===== src/gcr_pkg.sv =====
// gcr_pkg: shared types, constants and helpers of the grid cell reservation block
// used by gcr_div and grid_cell_reservation; depends on nothing else

package gcr_pkg;

  // grid and agent sizing
  localparam int DIM_X      = 8;
  localparam int DIM_Y      = 8;
  localparam int DIM_Z      = 4;
  localparam int MAX_AGENTS = 16;

  localparam int CELL_COUNT = DIM_X * DIM_Y * DIM_Z;
  localparam int CELL_W     = (CELL_COUNT > 1) ? $clog2(CELL_COUNT) : 1;
  localparam int AG_W       = 4;
  localparam int OWN_W      = AG_W + 1;
  localparam int PC_W       = $clog2(MAX_AGENTS + 1);
  localparam int IDX_W      = 18;
  localparam int MOV_W      = 17;
  localparam int NB_W       = 7;
  localparam int NB_LAST    = 4;

  // squared planar distance limit, 0.4 m in q8.8 squared
  localparam logic [32:0] NEAR_LIMIT_SQ = 33'd10485;

  // actions
  localparam logic [1:0] ACT_REG  = 2'd0;
  localparam logic [1:0] ACT_MOVE = 2'd1;
  localparam logic [1:0] ACT_FIND = 2'd2;

  // result status codes
  localparam logic [2:0] STS_OK      = 3'd0;
  localparam logic [2:0] STS_OUTSIDE = 3'd1;
  localparam logic [2:0] STS_TAKEN   = 3'd2;
  localparam logic [2:0] STS_NEAR    = 3'd3;
  localparam logic [2:0] STS_UNREG   = 3'd4;
  localparam logic [2:0] STS_KNOWN   = 3'd5;
  localparam logic [2:0] STS_FULL    = 3'd6;
  localparam logic [2:0] STS_NO_FREE = 3'd7;

  // configuration register indexes
  localparam logic [2:0] CFG_SIZE_X = 3'd0;
  localparam logic [2:0] CFG_SIZE_Y = 3'd1;
  localparam logic [2:0] CFG_SIZE_Z = 3'd2;
  localparam logic [2:0] CFG_OFF_X  = 3'd3;
  localparam logic [2:0] CFG_OFF_Y  = 3'd4;
  localparam logic [2:0] CFG_OFF_Z  = 3'd5;

  typedef enum logic [3:0] {
    ST_IDLE,
    ST_DIV_GO,
    ST_DIV_WAIT,
    ST_DISPATCH,
    ST_SCAN_X,
    ST_SCAN_Y,
    ST_OWN_RD,
    ST_OWN_CHK,
    ST_OLD_RD,
    ST_OLD_CHK,
    ST_CLAIM,
    ST_NB_RD,
    ST_NB_CHK,
    ST_CENTRE,
    ST_OUT
  } state_t;

  // request to the shared divider
  typedef struct packed {
    logic        start;
    logic [15:0] dividend;
    logic [14:0] divisor;
  } div_req_t;

  // neighbour step: -y, -x, +y, +x, +z
  function automatic logic signed [1:0] nb_step(input logic [2:0] k, input logic [1:0] axis);
    logic signed [1:0] s;
    s = 2'sd0;
    case (k)
      3'd0: if (axis == 2'd1) s = -2'sd1;
      3'd1: if (axis == 2'd0) s = -2'sd1;
      3'd2: if (axis == 2'd1) s = 2'sd1;
      3'd3: if (axis == 2'd0) s = 2'sd1;
      3'd4: if (axis == 2'd2) s = 2'sd1;
      default: s = 2'sd0;
    endcase
    return s;
  endfunction

  function automatic logic in_grid(input logic signed [IDX_W-1:0] x,
                                   input logic signed [IDX_W-1:0] y,
                                   input logic signed [IDX_W-1:0] z);
    return !x[IDX_W-1] && (x < DIM_X) && !y[IDX_W-1] && (y < DIM_Y) &&
           !z[IDX_W-1] && (z < DIM_Z);
  endfunction

  function automatic logic [CELL_W-1:0] cell_flat(input logic [IDX_W-1:0] x,
                                                  input logic [IDX_W-1:0] y,
                                                  input logic [IDX_W-1:0] z);
    return CELL_W'((z * DIM_Y + y) * DIM_X + x);
  endfunction

endpackage


===== src/gcr_div.sv =====
// gcr_div: shared restoring divider, one quotient bit per cycle
// depends on gcr_pkg for the request struct

module gcr_div (
  input  logic             clk,
  input  logic             rst_n,
  input  gcr_pkg::div_req_t req,
  output logic             done,
  output logic [15:0]      quotient
);

  logic [15:0] rem_r, rem_nxt;
  logic [15:0] quo_r, quo_nxt;
  logic [14:0] dvs_r, dvs_nxt;
  logic [4:0]  cnt_r, cnt_nxt;
  logic        busy_r, busy_nxt;
  logic        done_r, done_nxt;
  logic [15:0] rem_s;
  logic [16:0] trial;

  // one shift and trial subtract per cycle
  always_comb begin
    rem_nxt  = rem_r;
    quo_nxt  = quo_r;
    dvs_nxt  = dvs_r;
    cnt_nxt  = cnt_r;
    busy_nxt = busy_r;
    done_nxt = 1'b0;
    rem_s    = {rem_r[14:0], quo_r[15]};
    trial    = {1'b0, rem_s} - {2'b00, dvs_r};
    if (req.start) begin
      rem_nxt  = '0;
      quo_nxt  = req.dividend;
      dvs_nxt  = req.divisor;
      cnt_nxt  = '0;
      busy_nxt = 1'b1;
    end else if (busy_r) begin
      if (!trial[16]) begin
        rem_nxt = trial[15:0];
        quo_nxt = {quo_r[14:0], 1'b1};
      end else begin
        rem_nxt = rem_s;
        quo_nxt = {quo_r[14:0], 1'b0};
      end
      cnt_nxt = cnt_r + 5'd1;
      if (cnt_r == 5'd15) begin
        busy_nxt = 1'b0;
        done_nxt = 1'b1;
      end
    end
  end

  always_ff @(posedge clk) begin
    if (!rst_n) begin
      busy_r <= 1'b0;
      done_r <= 1'b0;
      cnt_r  <= '0;
    end else begin
      busy_r <= busy_nxt;
      done_r <= done_nxt;
      cnt_r  <= cnt_nxt;
    end
    rem_r <= rem_nxt;
    quo_r <= quo_nxt;
    dvs_r <= dvs_nxt;
  end

  assign done     = done_r;
  assign quotient = quo_r;

endmodule


===== config.mk =====
export PLATFORM = sky130hd
export DESIGN_NAME = gcr_div
export DESIGN_NICKNAME = d
export VERILOG_FILES = /design/src/gcr_pkg.sv /design/src/gcr_div.sv
export SDC_FILE = /design/constraint.sdc
export NUM_CORES = 1
export LEC_CHECK = 0
export BUFFER_PORTS_ARGS = -buffer_cell sky130_fd_sc_hd__buf_2
export CAP_MARGIN = 20
export CORE_MARGIN = 2
export CORE_UTILIZATION = 25
export DETAILED_ROUTE_END_ITERATION = 6
export HOLD_SLACK_MARGIN = 0.05
export SLEW_MARGIN = 20
export SYNTH_ARGS = -nofsm -noshare
export SYNTH_HDL_FRONTEND = slang
export SYNTH_SLANG_ARGS = --single-unit
export TNS_END_PERCENT = 20

===== constraint.sdc =====
create_clock -name clk -period 3.9 [get_ports clk]
set_clock_uncertainty 0.05 [all_clocks]
set_input_delay 0.39 -clock clk [delete_from_list [all_inputs] [get_ports clk]]
set_output_delay 0.39 -clock clk [all_outputs]
set_load 0.02 [all_outputs]

Yosys cells after proc, flatten, opt, wreduce, memory -nomap -nowiden
Index checks and enable logic that the tools add are counted.
{"block": "totals", "register_bits": 53, "word_cells": 22}
{"block": "op_classes", "add_sub_neg": 2, "eq_ne": 1, "n_mux": 8, "bitwise_logic": 2, "n_reduce_logical": 3}
{"cell": "16-bit 2-to-1 mux", "n": 2}
{"cell": "16-bit by 15-bit subtractor with 17-bit output", "n": 1}
{"cell": "15-bit 2-to-1 mux", "n": 1}
{"cell": "5-bit by 1-bit adder with 5-bit output, second input constant", "n": 1}
{"cell": "5-bit by 4-bit equality test with 1-bit output, second input constant", "n": 1}
{"cell": "1-bit 2-to-1 mux", "n": 5}
{"cell": "3-bit OR reduction", "n": 1}
{"cell": "1-bit inverter", "n": 2}
{"cell": "2-bit nonzero test", "n": 1}
{"cell": "2-bit OR reduction", "n": 1}

Depth between registers and ports, before layout
{"block": "logic_depth", "ltp_word": 4, "mapped_depth": 11, "ltp_nobuf": 10}

Least setup slack after synthesis
Ideal clock, no wire load.
{"block": "synth_timing", "path_type": "flip-flop to flip-flop", "from": "reg quo_r[15], in the netlist quotient[15]", "to": "reg rem_r[5]", "setup_time_ns": 0.088, "arrival_ns": 2.430, "path_slack_ns": 1.332, "path_stages_with_launch": 11, "synth_period_minus_slack_ns": 2.568, "path_cell_list": "edfxtp_1 > inv_1 > ha_1 > fa_1 > inv_1 > a21o_1 > a211oi_2 > o211ai_2 > nand2_4 > or3_1 > a311oi_2"}
{"block": "synth_via", "elab_chain_len": 2}
{"element": "from (decl)", "line_no": "gcr_div.sv:13", "text": "logic [15:0] quo_r, quo_nxt;"}
{"element": "from (signal assigned)", "line_no": "gcr_div.sv:64", "text": "quo_r <= quo_nxt;"}
{"element": "16-bit by 15-bit subtractor with 17-bit output", "line_no": "gcr_div.sv:30", "text": "trial = {1'b0, rem_s} - {2'b00, dvs_r};"}
{"element": "15-bit 2-to-1 mux", "line_no": "gcr_div.sv:38", "text": "if (!trial[16]) begin"}
{"element": "to (signal assigned)", "line_no": "gcr_div.sv:63", "text": "rem_r <= rem_nxt;"}
{"element": "to (decl)", "line_no": "gcr_div.sv:12", "text": "logic [15:0] rem_r, rem_nxt;"}
Every way passes these cells.
A chain may end at the register's enable or synchronous reset.

Worst setup path in the final report
{"block": "layout_timing", "from": "reg quo_r[15], in the netlist quotient[15]", "to": "reg rem_r[0]"}
{"block": "layout_via", "elab_chain_len": 2}
{"element": "16-bit by 15-bit subtractor with 17-bit output", "line_no": "gcr_div.sv:30"}
{"element": "15-bit 2-to-1 mux *", "line_no": "gcr_div.sv:38"}
Every way passes the cells marked *; elsewhere a longest branch is shown, timed or not.

==> reports/metrics.csv <==
metric;value;unit
Routed WL;5640;µm
DPL Wire Length;4240;µm
CTS sink cnt;53;
ant diodes;0;
peak supply drop;229;µV
remaining antenna violation count;0;
Leak;1.42;nW
area of the mapped netlist;2790;µm²
# port buffers;50;
count leader, synth;edfxtp_1;
Filler cells;1106;
Worst setup EP type;flip-flop;
sequential element share of the synthesized area;49.1;%
Synth area leader;edfxtp_1;
worst-path fanout max;18;
Cell Rows;38;
Die Wd;110;µm
top_reg_cell synth;edfxtp_1;
PnR Total Power;1.28;mW
# resized after CTS;0;
hold path depth;1;
Avg Cell Area, Syn;11.2;µm²
pin count of the biggest net entering global routing;26;
status;finished, final reports clean;
Core Footprint;10900;µm²
layout cells sized above 1;26.9;%
post-CTS setup buffer count;0;
dpl cells;433;
die height;110;µm
fin area;3300;µm²
DRT Pass-1 Iters;4;
die footprint;12000;µm²
detailed-route DRC error count;0;
final core area utilization;30.3;%
RePlAce Congestion;0.885;
RSZ-0062 raised after global routing;no;
Tmin final;2.70;ns
all-layer global routing usage;10.0;%
Post-synth top cells;edfxtp_1, dfxtp_1, inv_1, nor2_1, ha_1;
Longest Clk Path Bufs;2;
Multi-input gate area;1300;µm²
CTS root buffer;clkbuf_8;
register area;1370;µm²
startpoint types;flip-flop;
Crit Path Class;reg2reg;
hold crit path type;in2reg;
Initial Utilization;25.6;%
GRT overflow;0;
placed instance area;3190;µm²
Synthesized Nets;301;
fin. max-slew vios;0;
io pins;51;
later-pin clock latency in the skew report;0.31;ns
Synth Instances;249;
Setup WS pre-CTS;1.20;ns
setup violators final;0;
Finished Layout Cells;441;
Netlist cell types;45;
Syn-to-layout area delta;18.2;%
fmax;371;MHz
Hold Fails Final Rpt;0;
#FFs+latches synth;53;
Tcrit/Tclk final;69.2;%
Nets;352;
Post-synth EDFFs;31;
ys async rst share;0;%
Crit path arrival time;2.87;ns
maxcap violations;0;
cts hold-fix bufs;0;
setup ws final;1.20;ns
global-route wire length before repair;9520;µm
final setup TNS;0;ns
CTS Buf Count;5;
worst hold slack;0.205;ns
clk slew on worst S/H paths;0.09;ns
Slew @ Worst Pin;0.618;ns
clock tree from TritonCTS;done;
Routed WL per cell;12.8;µm
largest cells by area after synthesis;edfxtp_1, dfxtp_1, ha_1, mux2_2, inv_1;
PwrDens;389;nW/µm²
Yosys top cell area share;33.3;%
antenna violations before repair;0;
routed vias;2034;
DRT iter0 DRCs;75;
R2R depth;10;
vias in the first global route;2065;
drt via density;4.61;
Crit path required time;4.07;ns
H-tree depth;2;
slew margin rel.;58.7;%
Syn. warnings;0;
-- critical path, stage by stage (launching register included) --
cell	delay [ns]
edfxtp_1	0.40
inv_1	0.09
ha_1	0.18
fa_1	0.22
inv_1	0.05
a21o_1	0.18
a211oi_2	0.43
o211ai_2	0.19
nand2_4	0.26
mux2_1	0.35
a211oi_1	0.22
-- power breakdown --
part | internal, mW | leakage [nW] | switching [mW]
clock network | 0.189 | 0.0518 | 0.186
registers | 0.638 | 0.488 | 0.0243
logic | 0.105 | 0.881 | 0.142
-- state kept, by name (all words and copies together) (netlist names) --
register / count
busy_r: 1
done: 1
cnt_r: 5
quotient: 16
dvs_r: 15
rem_r: 15
-- worst paths after layout --
kind                     startpoint                     to  slack, ns
max          quotient[15]$_DFFE_PP_  rem_r[0]$_SDFFE_PP0P_       1.20
min                          req[5]     dvs_r[5]$_DFFE_PP_       0.20
max reg2reg  quotient[15]$_DFFE_PP_  rem_r[0]$_SDFFE_PP0P_       1.20
min reg2reg   cnt_r[4]$_SDFFE_PP0P_  cnt_r[4]$_SDFFE_PP0P_       0.45
-- cells by family (layout without fill, tap and decap cells) --
logic type	count (synthesis)	in the layout	synth area share, %
flops	53	53	49.1
fa+ha+maj	18	18	8.33
compound gates	60	60	15.6
xor+xnor	14	14	4.39
mux	24	24	9.32
buf+inv	30	82	4.44
simple gates	50	50	8.78
-- final cells by class --
cell class | count | share of cell area [%]
clock inverter | 3 | 1.25
clock buffer | 5 | 2.08
multi-input combinational | 166 | 39.3
sequential | 53 | 41.5
tap | 140 | 5.31
inverter | 22 | 2.50
timing repair buffer | 52 | 8.03
-- metal layers --
layer,wire length [µm],GRT usage (%),up-vias,part of all wire (%)
met4,69,3.35,0,1.2
met5,0,0,-,0
met3,316,2.90,6,5.6
met2,2600,16.6,54,46
li1,-,-,1014,-
met1,2650,12.5,960,47
-- placed cells by master, fill, tap and decap left out, types with 2 or more instances in the layout --
master and n:
nand4_1 2, clkbuf_8 5, mux2_2 15, a32oi_1 6, buf_2 50, nor2_1 22
a211oi_1 9, o21ai_1 5, and3_1 3, a21o_1 6, xor2_1 9, nor2b_1 2
ha_1 17, nand2_1 9, a21oi_1 12, xnor2_1 5, o21ai_0 9, inv_1 22
nand3_1 4, nand2b_1 2, buf_4 2, edfxtp_1 31, dfxtp_1 22, mux2i_1 8
Power figures use the tool's default switching activity.
